$ cat config.mk
export PLATFORM = sky130hd
export DESIGN_NAME = sha256_message_hasher
export DESIGN_NICKNAME = d
export VERILOG_FILES = /design/src/hw/rtl/sha256_pkg.sv /design/src/hw/rtl/sha256_datapath.sv /design/src/hw/rtl/sha256_ctrl.sv /design/src/hw/rtl/sha256_message_hasher.sv
export SDC_FILE = /design/constraint.sdc
export NUM_CORES = 2
export LEC_CHECK = 0
export BUFFER_PORTS_ARGS = -buffer_cell sky130_fd_sc_hd__buf_2
export CELL_PAD_IN_SITES_DETAIL_PLACEMENT = 0
export CELL_PAD_IN_SITES_GLOBAL_PLACEMENT = 1
export CORE_ASPECT_RATIO = 1.1
export CORE_MARGIN = 2
export CORE_UTILIZATION = 31
export CTS_CLUSTER_DIAMETER = 200
export DETAILED_ROUTE_END_ITERATION = 12
export HOLD_SLACK_MARGIN = 0.1
export PLACE_DENSITY = 0.6
export SLEW_MARGIN = 20
export SYNTH_ARGS = -nofsm -noshare
export SYNTH_HDL_FRONTEND = slang
export SYNTH_HIERARCHICAL = 1
export SYNTH_SLANG_ARGS = --single-unit
$ cat constraint.sdc
create_clock -name clk -period 12.89 [get_ports clk]
set_input_delay 1.9335 -clock clk [delete_from_list [all_inputs] [get_ports clk]]
set_output_delay 1.9335 -clock clk [all_outputs]
set_load 0.03 [all_outputs]
$ cat src/hw/rtl/sha256_pkg.sv
// Shared types, constants and the rotate function for the SHA-256 message hasher.
package sha256_pkg;

    typedef logic [31:0] word_t;

    localparam logic [7:0] PAD_MARKER = 8'h80;
    localparam logic [5:0] LEN_POS    = 6'd56;

    localparam word_t INIT_H [8] = '{
        32'h6a09e667, 32'hbb67ae85, 32'h3c6ef372, 32'ha54ff53a,
        32'h510e527f, 32'h9b05688c, 32'h1f83d9ab, 32'h5be0cd19
    };

    localparam word_t ROUND_K [64] = '{
        32'h428a2f98, 32'h71374491, 32'hb5c0fbcf, 32'he9b5dba5,
        32'h3956c25b, 32'h59f111f1, 32'h923f82a4, 32'hab1c5ed5,
        32'hd807aa98, 32'h12835b01, 32'h243185be, 32'h550c7dc3,
        32'h72be5d74, 32'h80deb1fe, 32'h9bdc06a7, 32'hc19bf174,
        32'he49b69c1, 32'hefbe4786, 32'h0fc19dc6, 32'h240ca1cc,
        32'h2de92c6f, 32'h4a7484aa, 32'h5cb0a9dc, 32'h76f988da,
        32'h983e5152, 32'ha831c66d, 32'hb00327c8, 32'hbf597fc7,
        32'hc6e00bf3, 32'hd5a79147, 32'h06ca6351, 32'h14292967,
        32'h27b70a85, 32'h2e1b2138, 32'h4d2c6dfc, 32'h53380d13,
        32'h650a7354, 32'h766a0abb, 32'h81c2c92e, 32'h92722c85,
        32'ha2bfe8a1, 32'ha81a664b, 32'hc24b8b70, 32'hc76c51a3,
        32'hd192e819, 32'hd6990624, 32'hf40e3585, 32'h106aa070,
        32'h19a4c116, 32'h1e376c08, 32'h2748774c, 32'h34b0bcb5,
        32'h391c0cb3, 32'h4ed8aa4a, 32'h5b9cca4f, 32'h682e6ff3,
        32'h748f82ee, 32'h78a5636f, 32'h84c87814, 32'h8cc70208,
        32'h90befffa, 32'ha4506ceb, 32'hbef9a3f7, 32'hc67178f2
    };

    // Commands from the controller to the datapath.
    typedef struct packed {
        logic       write_byte;   // write byte_data at byte_pos
        logic [5:0] byte_pos;
        logic [7:0] byte_data;
        logic       count_inc;    // bump the message byte count
        logic       count_clear;
        logic       load_work;    // copy chain words into working words
        logic       do_round;
        logic [5:0] round_idx;
        logic       add_chain;    // fold working words into the chain
        logic       chain_init;
    } dp_cmd_t;

    function automatic word_t rotr(input word_t x, input int n);
        rotr = (x >> n) | (x << (32 - n));
    endfunction

endpackage

$ cat src/hw/rtl/sha256_datapath.sv
// Datapath of the SHA-256 hasher: block buffer, schedule, round logic and chain words.
module sha256_datapath
(
    input  logic                 clk,
    input  logic                 rst_n,
    input  sha256_pkg::dp_cmd_t  cmd,
    output logic [60:0]          byte_count,
    output sha256_pkg::word_t    chain_out [8]
);

    sha256_pkg::word_t sched_reg [16];
    sha256_pkg::word_t work_reg [8];
    sha256_pkg::word_t chain_reg [8];
    logic [60:0]       count_reg;

    sha256_pkg::word_t x15, x2, s0, s1, w_new, w_cur, t1, t2;
    sha256_pkg::word_t a, b, c, d, e, f, g, h;
    logic [3:0] idx_t, idx_15, idx_2, idx_7;
    logic [3:0] byte_word;

    assign idx_t  = cmd.round_idx[3:0];
    assign idx_15 = idx_t + 4'd1;
    assign idx_2  = idx_t + 4'd14;
    assign idx_7  = idx_t + 4'd9;

    always_comb
    begin
        a = work_reg[0]; b = work_reg[1]; c = work_reg[2]; d = work_reg[3];
        e = work_reg[4]; f = work_reg[5]; g = work_reg[6]; h = work_reg[7];
        x15 = sched_reg[idx_15];
        x2  = sched_reg[idx_2];
        s0 = sha256_pkg::rotr(x15, 7) ^ sha256_pkg::rotr(x15, 18) ^ (x15 >> 3);
        s1 = sha256_pkg::rotr(x2, 17) ^ sha256_pkg::rotr(x2, 19) ^ (x2 >> 10);
        w_new = sched_reg[idx_t] + s0 + sched_reg[idx_7] + s1;
        w_cur = (cmd.round_idx[5:4] == 2'd0) ? sched_reg[idx_t] : w_new;
        t1 = h + (sha256_pkg::rotr(e, 6) ^ sha256_pkg::rotr(e, 11)
             ^ sha256_pkg::rotr(e, 25)) + ((e & f) ^ (~e & g))
             + sha256_pkg::ROUND_K[cmd.round_idx] + w_cur;
        t2 = (sha256_pkg::rotr(a, 2) ^ sha256_pkg::rotr(a, 13)
             ^ sha256_pkg::rotr(a, 22)) + ((a & b) ^ (a & c) ^ (b & c));
    end

    // Block bytes are assembled into schedule words as they arrive, so the
    // buffer is the first sixteen schedule entries.
    assign byte_word = cmd.byte_pos[5:2];

    always_ff @(posedge clk)
    begin
        if (cmd.write_byte)
        begin
            unique case (cmd.byte_pos[1:0])
                2'd0: sched_reg[byte_word][31:24] <= cmd.byte_data;
                2'd1: sched_reg[byte_word][23:16] <= cmd.byte_data;
                2'd2: sched_reg[byte_word][15:8]  <= cmd.byte_data;
                default: sched_reg[byte_word][7:0] <= cmd.byte_data;
            endcase
        end
        else if (cmd.do_round)
        begin
            sched_reg[idx_t] <= w_cur;
        end
        if (cmd.load_work)
        begin
            for (int i = 0; i < 8; i++)
                work_reg[i] <= chain_reg[i];
        end
        else if (cmd.do_round)
        begin
            work_reg[7] <= g;
            work_reg[6] <= f;
            work_reg[5] <= e;
            work_reg[4] <= d + t1;
            work_reg[3] <= c;
            work_reg[2] <= b;
            work_reg[1] <= a;
            work_reg[0] <= t1 + t2;
        end
    end

    always_ff @(posedge clk or negedge rst_n)
    begin
        if (!rst_n)
        begin
            for (int i = 0; i < 8; i++)
                chain_reg[i] <= sha256_pkg::INIT_H[i];
            count_reg <= '0;
        end
        else
        begin
            if (cmd.chain_init)
            begin
                for (int i = 0; i < 8; i++)
                    chain_reg[i] <= sha256_pkg::INIT_H[i];
            end
            else if (cmd.add_chain)
            begin
                for (int i = 0; i < 8; i++)
                    chain_reg[i] <= chain_reg[i] + work_reg[i];
            end
            if (cmd.count_clear)
                count_reg <= '0;
            else if (cmd.count_inc)
                count_reg <= count_reg + 61'd1;
        end
    end

    assign byte_count = count_reg;
    always_comb
    begin
        for (int i = 0; i < 8; i++)
            chain_out[i] = chain_reg[i];
    end

endmodule

$ cat src/hw/rtl/sha256_ctrl.sv
// Controller of the SHA-256 hasher: intake, padding, round sequencing and digest output.
module sha256_ctrl
(
    input  logic                 clk,
    input  logic                 rst_n,
    input  logic                 in_valid,
    output logic                 in_stall,
    input  logic [7:0]           data_byte,
    input  logic                 byte_valid,
    input  logic                 end_of_message,
    output logic                 out_valid,
    input  logic                 out_stall,
    output logic [2:0]           word_index,
    output logic                 last_word,
    input  logic [60:0]          byte_count,
    output sha256_pkg::dp_cmd_t  cmd
);

    localparam logic [2:0] S_IDLE  = 3'd0;
    localparam logic [2:0] S_LOAD  = 3'd1;
    localparam logic [2:0] S_ROUND = 3'd2;
    localparam logic [2:0] S_ADD   = 3'd3;
    localparam logic [2:0] S_PAD   = 3'd4;
    localparam logic [2:0] S_OUT   = 3'd5;

    logic [2:0]  state_reg, state_next;
    logic [5:0]  round_reg, round_next;
    logic [5:0]  pos_reg, pos_next;       // padding write position
    logic        fin_reg, fin_next;       // end pending after this block
    logic        padding_reg, padding_next; // marker still to be written
    logic        len_here_reg, len_here_next; // this block carries the length
    logic [2:0]  widx_reg, widx_next;
    logic [63:0] bits_len;
    logic [63:0] len_shift;
    logic        take;

    assign in_stall = (state_reg != S_IDLE);
    assign take = in_valid && !in_stall;
    assign bits_len = {byte_count, 3'b000};
    // Length bytes go out most significant first from byte 56 on.
    assign len_shift = bits_len >> {~pos_reg[2:0], 3'b000};

    always_comb
    begin
        cmd = '0;
        state_next = state_reg;
        round_next = round_reg;
        pos_next = pos_reg;
        fin_next = fin_reg;
        padding_next = padding_reg;
        len_here_next = len_here_reg;
        widx_next = widx_reg;
        unique case (state_reg)
            S_IDLE:
            begin
                if (take)
                begin
                    if (byte_valid)
                    begin
                        cmd.write_byte = 1'b1;
                        cmd.byte_pos = byte_count[5:0];
                        cmd.byte_data = data_byte;
                        cmd.count_inc = 1'b1;
                    end
                    fin_next = end_of_message;
                    pos_next = byte_valid ? byte_count[5:0] + 6'd1 : byte_count[5:0];
                    padding_next = 1'b1;
                    len_here_next = 1'b0;
                    if (byte_valid && byte_count[5:0] == 6'd63)
                        state_next = S_LOAD;
                    else if (end_of_message)
                        state_next = S_PAD;
                end
            end
            S_PAD:
            begin
                // One byte per cycle: the marker if still pending, zero fill, then the length if this block carries it.
                cmd.write_byte = 1'b1;
                cmd.byte_pos = pos_reg;
                if (padding_reg)
                begin
                    cmd.byte_data = sha256_pkg::PAD_MARKER;
                    padding_next = 1'b0;
                    len_here_next = (pos_reg < sha256_pkg::LEN_POS);
                end
                else if (len_here_reg && pos_reg >= sha256_pkg::LEN_POS)
                    cmd.byte_data = len_shift[7:0];
                else
                    cmd.byte_data = 8'h00;
                pos_next = pos_reg + 6'd1;
                if (pos_reg == 6'd63)
                    state_next = S_LOAD;
            end
            S_LOAD:
            begin
                cmd.load_work = 1'b1;
                round_next = '0;
                state_next = S_ROUND;
            end
            S_ROUND:
            begin
                cmd.do_round = 1'b1;
                cmd.round_idx = round_reg;
                round_next = round_reg + 6'd1;
                if (round_reg == 6'd63)
                    state_next = S_ADD;
            end
            S_ADD:
            begin
                cmd.add_chain = 1'b1;
                widx_next = '0;
                pos_next = '0;
                if (!fin_reg)
                    state_next = S_IDLE;
                else if (len_here_reg)
                    state_next = S_OUT;
                else
                begin
                    // Block filled exactly by data, or marker block overflowed:
                    // the next block starts at byte 0 and ends with the length.
                    len_here_next = 1'b1;
                    state_next = S_PAD;
                end
            end
            S_OUT:
            begin
                if (!out_stall)
                begin
                    widx_next = widx_reg + 3'd1;
                    if (widx_reg == 3'd7)
                    begin
                        cmd.chain_init = 1'b1;
                        cmd.count_clear = 1'b1;
                        state_next = S_IDLE;
                    end
                end
            end
            default: state_next = S_IDLE;
        endcase
    end

    always_ff @(posedge clk or negedge rst_n)
    begin
        if (!rst_n)
        begin
            state_reg <= S_IDLE;
            round_reg <= '0;
            pos_reg <= '0;
            fin_reg <= 1'b0;
            padding_reg <= 1'b0;
            len_here_reg <= 1'b0;
            widx_reg <= '0;
        end
        else
        begin
            state_reg <= state_next;
            round_reg <= round_next;
            pos_reg <= pos_next;
            fin_reg <= fin_next;
            padding_reg <= padding_next;
            len_here_reg <= len_here_next;
            widx_reg <= widx_next;
        end
    end

    assign out_valid = (state_reg == S_OUT);
    assign word_index = widx_reg;
    assign last_word = (widx_reg == 3'd7);

endmodule

$ cat src/hw/rtl/sha256_message_hasher.sv
// Top level of the SHA-256 message hasher.
// Usage: message bytes arrive on the input channel, one per transfer, with
// byte_valid set; end_of_message marks the final transfer. A transfer with
// end_of_message and byte_valid low finishes the message without a byte
// (an empty message when nothing came before). A transfer with neither is
// ignored.
// A byte that does not fill a block is taken without a stall. The 64th byte of a
// block starts the compression: a load step, the rounds through the
// single round unit, and a step to fold into the chain words, during
// which in_stall is high. At end of message the padding is written one byte
// per cycle up to the end of the block, then compressed; a second block
// follows when the marker lands at byte 56 or later or the final byte filled a block.
// The digest leaves as eight transfers on the output channel, word_index 0
// first, last_word on the eighth. While out_stall is high the current word
// holds. After the eighth word the chain words and byte count return to
// their initial values. Reset (rst_n low) returns the block to idle with the
// initial chain words and a zero byte count; a digest being sent is dropped.
module sha256_message_hasher
(
    input  logic        clk,
    input  logic        rst_n,
    input  logic        in_valid,
    output logic        in_stall,
    input  logic [7:0]  data_byte,
    input  logic        byte_valid,
    input  logic        end_of_message,
    output logic        out_valid,
    input  logic        out_stall,
    output logic [31:0] digest_word,
    output logic [2:0]  word_index,
    output logic        last_word
);

    sha256_pkg::dp_cmd_t cmd;
    logic [60:0]         byte_count;
    sha256_pkg::word_t   chain_out [8];

    sha256_ctrl u_ctrl
    (
        .clk(clk), .rst_n(rst_n),
        .in_valid(in_valid), .in_stall(in_stall),
        .data_byte(data_byte), .byte_valid(byte_valid),
        .end_of_message(end_of_message),
        .out_valid(out_valid), .out_stall(out_stall),
        .word_index(word_index), .last_word(last_word),
        .byte_count(byte_count), .cmd(cmd)
    );

    sha256_datapath u_dp
    (
        .clk(clk), .rst_n(rst_n), .cmd(cmd),
        .byte_count(byte_count), .chain_out(chain_out)
    );

    assign digest_word = chain_out[word_index];

endmodule
# After elaboration in Yosys (flattened, before gate mapping)

Memory sizes are Yosys's and may differ from the RTL's.
Index checks and enable logic that the tools add are counted.

Register bits: 338
Memory bits (writable): 768
Bits in read-only memories: 2048
Bits of input ports: 14
Output and inout port bits: 38
Word-level logic and storage cells: 203
Memories: 3

Add/subtract/negate cells: 26
Order comparisons: 4
Eq/ne operators: 19
Shift-type cells: 1
Multiplexer cells: 74
Bitwise operators: 38
Reductions and logical operators: 22

Memory list:

| name            | depth | bits a word | rd ports | clocked after memory_dff | wr ports | line                  | source |
|---|---|---|---|---|---|---|---|
| (no name shown) | 64    | 32          | 1        | 0                        | 0        | sha256_datapath.sv:38 | `+ sha256_pkg::ROUND_K[cmd.round_idx] + w_cur;` |
| u_dp.sched_reg  | 16    | 32          | 4        | 0                        | 1        | sha256_datapath.sv:11 | `sha256_pkg::word_t sched_reg [16];` |
| u_dp.work_reg   | 8     | 32          | 8        | 0                        | 8        | sha256_datapath.sv:12 | `sha256_pkg::word_t work_reg [8];` |

Operator list:

| kind                                           | number |
|---|---|
| adder 32 bit                                   | 18 |
| two-way mux 256 bit                            | 2 |
| two-way mux 32 bit                             | 14 |
| XOR 32 bit                                     | 9 |
| AND 32 bit                                     | 5 |
| two-way mux 61 bit                             | 2 |
| binary-select mux 32 bit (select 3 bit)        | 1 |
| right shift 64 x 6 -> 8 bit                    | 1 |
| adder 61 x 1 -> 61 bit (second input constant) | 1 |
| two-way mux 16 bit                             | 2 |
| inverter 32 bit                                | 1 |
| bitwise OR 10 x 32 -> 32 bit                   | 1 |
| bitwise OR 13 x 32 -> 32 bit                   | 1 |
| bitwise OR 14 x 32 -> 32 bit                   | 1 |
| bitwise OR 15 x 32 -> 32 bit                   | 1 |
| bitwise OR 19 x 32 -> 32 bit                   | 1 |
| bitwise OR 21 x 32 -> 32 bit                   | 1 |
| bitwise OR 25 x 32 -> 32 bit                   | 1 |
| bitwise OR 26 x 32 -> 32 bit                   | 1 |
| bitwise OR 30 x 32 -> 32 bit                   | 1 |
| bitwise OR 7 x 32 -> 32 bit                    | 1 |
| OR reduction 32 bit                            | 1 |
| XOR 32 x 22 -> 32 bit                          | 1 |
| XOR 32 x 29 -> 32 bit                          | 1 |
| other kinds (44)                               | 115 |

# Logic depth before layout (Yosys ltp)

An unclocked memory read counts as a cell.

Depth in word-level cells: 14
Depth in mapped cells: 61
Depth with buffers taken out: 56

# Hierarchy

Netlist, hierarchy kept.

By module, submodules not included:

| module                | times used | cells each | area each (µm²) | sequential area each (µm²) |
|---|---|---|---|---|
| sha256_datapath       | 1          | 7491       | 80014.2         | 31164.9 |
| sha256_ctrl           | 1          | 225        | 2079.5          | 525.5 |
| sha256_message_hasher | 1          | 114        | 2073.2          | 0.0 |

# Worst setup path after synthesis

Ideal clock, no wire load.

Path kind: register -> register
Start: reg u_ctrl.state_reg[0]
End: mem u_dp/work_reg[0][30] in the netlist's numbering, data pin
Library setup time: 0.259 ns
Data arrival time: 13.098 ns
Required time: 12.631 ns
Slack: -0.467 ns
Stages on the path, launching flop included: 61
Path buffers: 7
Period minus slack after synthesis: 13.357 ns
Cells stage by stage: dfrtp_1 -> or3b_4 -> inv_2 -> buf_6 -> and2_1 -> buf_2 -> clkinv_1 -> ha_1 -> buf_6 -> buf_12 -> clkbuf_1 -> clkbuf_1 -> clkbuf_1 -> mux4_2 -> mux4_2 -> xnor2_1 -> xnor2_1 -> fa_1 -> [25 not listed] -> nor2_1 -> xor2_1 -> inv_1 -> fa_1 -> inv_1 -> ha_1 -> a21o_1 -> a21o_1 -> a21oi_1 -> nor2b_1 -> o21ai_0 -> nand2_1 -> a2111oi_0 -> nor2_1 -> and3_1 -> o41ai_1 -> nor4_1 -> a211o_1

RTL lines:

| item                   | line                  | source |
|---|---|---|
| start, declared        | sha256_ctrl.sv:26     | `logic [2:0] state_reg, state_next;` |
| start signal, assigned | sha256_ctrl.sv:156    | `state_reg <= state_next;` |
| end, declared          | sha256_datapath.sv:12 |  |

==> metrics.md <==
| Metric | Value |
|---|---|
| H-tree depth | 4 |
| Count of distinct cell types in the synthesized netlist | 103 |
| Crit share post-route | 96.8% |
| Share of synthesized registers carrying an async set or reset | 30.6% |
| Number of flip-flops under the largest register name | 512 |
| Largest net degree at the start of global routing | 168 |
| First-pass GRT wire length | 459000 um |
| Initial core utilization | 31.2% |
| Data required time at the worst endpoint | 13440 ps |
| DR WL/cell | 27.3 um |
| Via count | 66.1k |
| Achievable Freq | 80.2 MHz |
| Buffer depth of the longest clock path | 3 |
| Critical Path End Type | flop |
| Share of the synthesized netlist area taken by xor and xnor gates | 6.59% |
| # port buffers | 51 |
| Die outline width | 501 um |
| CP max FO | 14 |
| DRC | 0 |
| Delay of the slowest cell on the worst path | 600 ps |
| Most frequent cell after synthesis | sky130_fd_sc_hd__nand2_1 |
| Final count of pins violating max slew | 0 |
| Dominant synthesized flop cell | sky130_fd_sc_hd__edfxtp_1 |
| Number of nets still failing antenna checks after routing | 0 |
| Die outline area | 276000 um2 |
| I/O pins | 52 |
| Area delta synth->final | 14.3% |
| Post-Layout Inst Area | 96200 um2 |
| GR Overflow Total | 0 |
| Number of filler cells placed in the layout | 26.5k |
| Count of yosys warnings during synthesis | 6 |
| Post-synth net total | 8457 |
| Nets | 8706 |
| Vias per inst | 5.63 |
| DRT iter0 DRCs | 6313 |
| Final Routed Wirelength | 320000 um |
| Worst slew pin tran | 1170 ps |
| Post-DP Area | 91100 um2 |
| Dominant combinational cell family by area after synthesis | multiplexers |
| Rows | 200 |
| Clk sinks | 1106 |
| All-Layer GR Usage | 22.7% |
| Post-synthesis adder-cell area fraction | 10.9% |
| Compound-cell area share of the yosys netlist | 12.6% |
| Setup-failing EPs final | 0 |
| Mapped cell area | 84200 um2 |
| Share of post-route cells with drive strength above 1 | 19.0% |
| Vias in the first global route | 65.1k |
| Hold Path Class | reg -> reg |
| Sequential-to-total area share from yosys stat | 37.7% |
| Number of antenna violations at the first check in global routing | 21 |
| Root buffer cell | sky130_fd_sc_hd__clkbuf_16 |
| Share of cell area taken by muxes after synthesis | 17.1% |
| Critical path type | reg -> reg |
| CTS tree | done |
| Detailed placer's ending HPWL | 235000 um |
| Routability-driven placement congestion ratio | 0.947 |
| Reg2Reg Launch Point | u_ctrl/state_reg[0] |
| Yosys top cell area share | 27.4% |
| Number of enable-type register cells in the synthesized netlist | 768 |
| Startpoint type of the worst setup path | flop |
| Period minus WS final | 12470 ps |
| Worst hold slack across all endpoints | 506 ps |
| Fraction of the mapped netlist area in simple logic gates | 11.2% |
| Number of register bits inferred by synthesis | 1106 |
| Syn avg cell area | 10.7 um2 |
| RSZ-0062 raised after global routing | yes |
| MaxCap Viol Count | 0 |
| Placeable Area | 270000 um2 |
| Relative slew slack | 22.0% |
| Library cell appearing most often on the critical path | sky130_fd_sc_hd__fa_1 |
| Count of endpoints failing hold in the final timing report | 0 |
| 1st-pass router iterations | 6 |
| Critical path origin | u_ctrl/state_reg[0] |
| Cells after Synth | 7830 |
| Most frequent cells after synthesis | sky130_fd_sc_hd__nand2_1, sky130_fd_sc_hd__edfxtp_1, sky130_fd_sc_hd__nor2_1, sky130_fd_sc_hd__mux4_2, sky130_fd_sc_hd__a21oi_1 |
| Slowest library cell on the worst path | sky130_fd_sc_hd__mux4_2 |
| Clock tree skew after final layout | 40.4 ps |
| Clock latency of the later-clocked register in the worst-skew pair | 830 ps |
| Signal arrival time at the worst endpoint | 13020 ps |
| Clk pin slew, worst setup/hold paths | 60 ps |
| Library cell with the largest summed area after synthesis | sky130_fd_sc_hd__edfxtp_1 |
| Outcome | finished, final reports clean |
| Top post-synthesis cells by area | sky130_fd_sc_hd__edfxtp_1, sky130_fd_sc_hd__mux4_2, sky130_fd_sc_hd__ha_1 |
| Worst Min Path Start | u_dp/chain_out[154] |
| Y dimension of the die | 550 um |
| Number of buffers created by CTS | 141 |
-- through the flow --
| stage | setup slack (ps) | TNS [ps] | cells | utilization [%] |
|---|---|---|---|---|
| after floorplan | 12.2 | 0 | 7830 | - |
| after global placement | -210 | -507 | 11500 | 33.7 |
| after detailed placement | -127 | -138 | 11500 | 33.8 |
| after CTS | 19.8 | 0 | 11700 | 35.5 |
| after global routing | -97.7 | -97.7 | 11700 | 35.6 |
| final | 416 | 0 | 11700 | 35.6 |
-- timing repair --
| item | CTS | global route |
|---|---|---|
| endpoints found under the setup margin | 2 | 16 |
| hold buffers | 0 | 0 |
| buffers inserted | 4 | 3 |
| cloned | 1 | 4 |
| gates resized for setup | 9 | 44 |
| pin swaps | 2 | 6 |
-- metal layers --
metal / share of wire, % / GRT usage [%] / routed length (um) / vias to the layer above
met3: 6.8 / 3.22 / 21900 / 606
met4: 5.1 / 10.4 / 16300 / 0
met5: 0 / 0 / 0 / -
met1: 41 / 29.7 / 132000 / 33400
li1: - / - / - / 29300
met2: 47 / 37.1 / 150000 / 2725
-- area by class of cell --
| class | instances | area [um2] | share of cell area [%] |
|---|---|---|---|
| clock buffers | 197 | 3950 | 4.11 |
| clock inverters | 64 | 559 | 0.582 |
| well taps | 3535 | 4420 | 4.60 |
| flip-flops and latches | 1106 | 31700 | 33.0 |
| inverters | 402 | 1530 | 1.59 |
| multi-input cells | 5879 | 49500 | 51.5 |
| diodes | 4 | 10.0 | 0.0104 |
| repair buffers | 549 | 4490 | 4.67 |
-- kinds of logic after synthesis --
group	Yosys count
buf+inv	845
xor+xnor	630
fa+ha+maj	617
flops	1106
simple gates	2177
compound gates	1661
mux	794
-- worst max-delay path: cells and delay by family, from the launching register on --
family	cells	cell delay (ps)
AO/OA/AOI/OAI	18	3490
XOR/XNOR	5	790
adder cells (fa/ha/maj)	10	3970
buffers and inverters	13	1460
flip-flops	1	380
multiplexers	2	1100
AND/OR/NAND/NOR	6	980
-- path summary, 6_finish.rpt --
| check | end | slack (ps) | cells past startpoint |
|---|---|---|---|
| worst min-delay path | u_dp/chain_out[154] | 510 | 2 |
| max in group asynchronous | u_dp/chain_out[94] | 9510 | 3 |
| min in group asynchronous | u_dp/chain_out[227] | 1150 | 1 |
| worst max-delay path | u_dp/work_reg[0][31] | 420 | 54 |
| worst max register to register | u_dp/work_reg[0][31] | 420 | 54 |
| worst min register to register | u_dp/chain_out[154] | 510 | 2 |
-- cell usage in the layout, fill, tap and decap left out, types with 45 or more instances in the layout --
cell type,count
sky130_fd_sc_hd__nand2_1,1083
sky130_fd_sc_hd__nand3_1,106
sky130_fd_sc_hd__ha_1,414
sky130_fd_sc_hd__nor2b_1,63
sky130_fd_sc_hd__buf_4,460
sky130_fd_sc_hd__dfrtp_1,199
sky130_fd_sc_hd__nor3_1,82
sky130_fd_sc_hd__mux2_2,71
sky130_fd_sc_hd__buf_2,50
sky130_fd_sc_hd__mux2i_1,227
sky130_fd_sc_hd__xnor2_1,406
sky130_fd_sc_hd__a211oi_1,64
sky130_fd_sc_hd__a21oi_1,424
sky130_fd_sc_hd__o21ai_0,417
sky130_fd_sc_hd__clkbuf_16,148
sky130_fd_sc_hd__fa_1,195
sky130_fd_sc_hd__nand2b_1,74
sky130_fd_sc_hd__nor2_1,528
sky130_fd_sc_hd__o21bai_1,45
sky130_fd_sc_hd__xor2_1,213
sky130_fd_sc_hd__dfstp_2,136
sky130_fd_sc_hd__o21a_1,53
sky130_fd_sc_hd__mux4_2,453
sky130_fd_sc_hd__inv_1,394
sky130_fd_sc_hd__edfxtp_1,768
sky130_fd_sc_hd__a31oi_1,47
sky130_fd_sc_hd__a21o_1,179
Power is left out: the tool's default activity adds up to more than one toggle a clock period on the data nets, which glitch-free logic cannot reach.
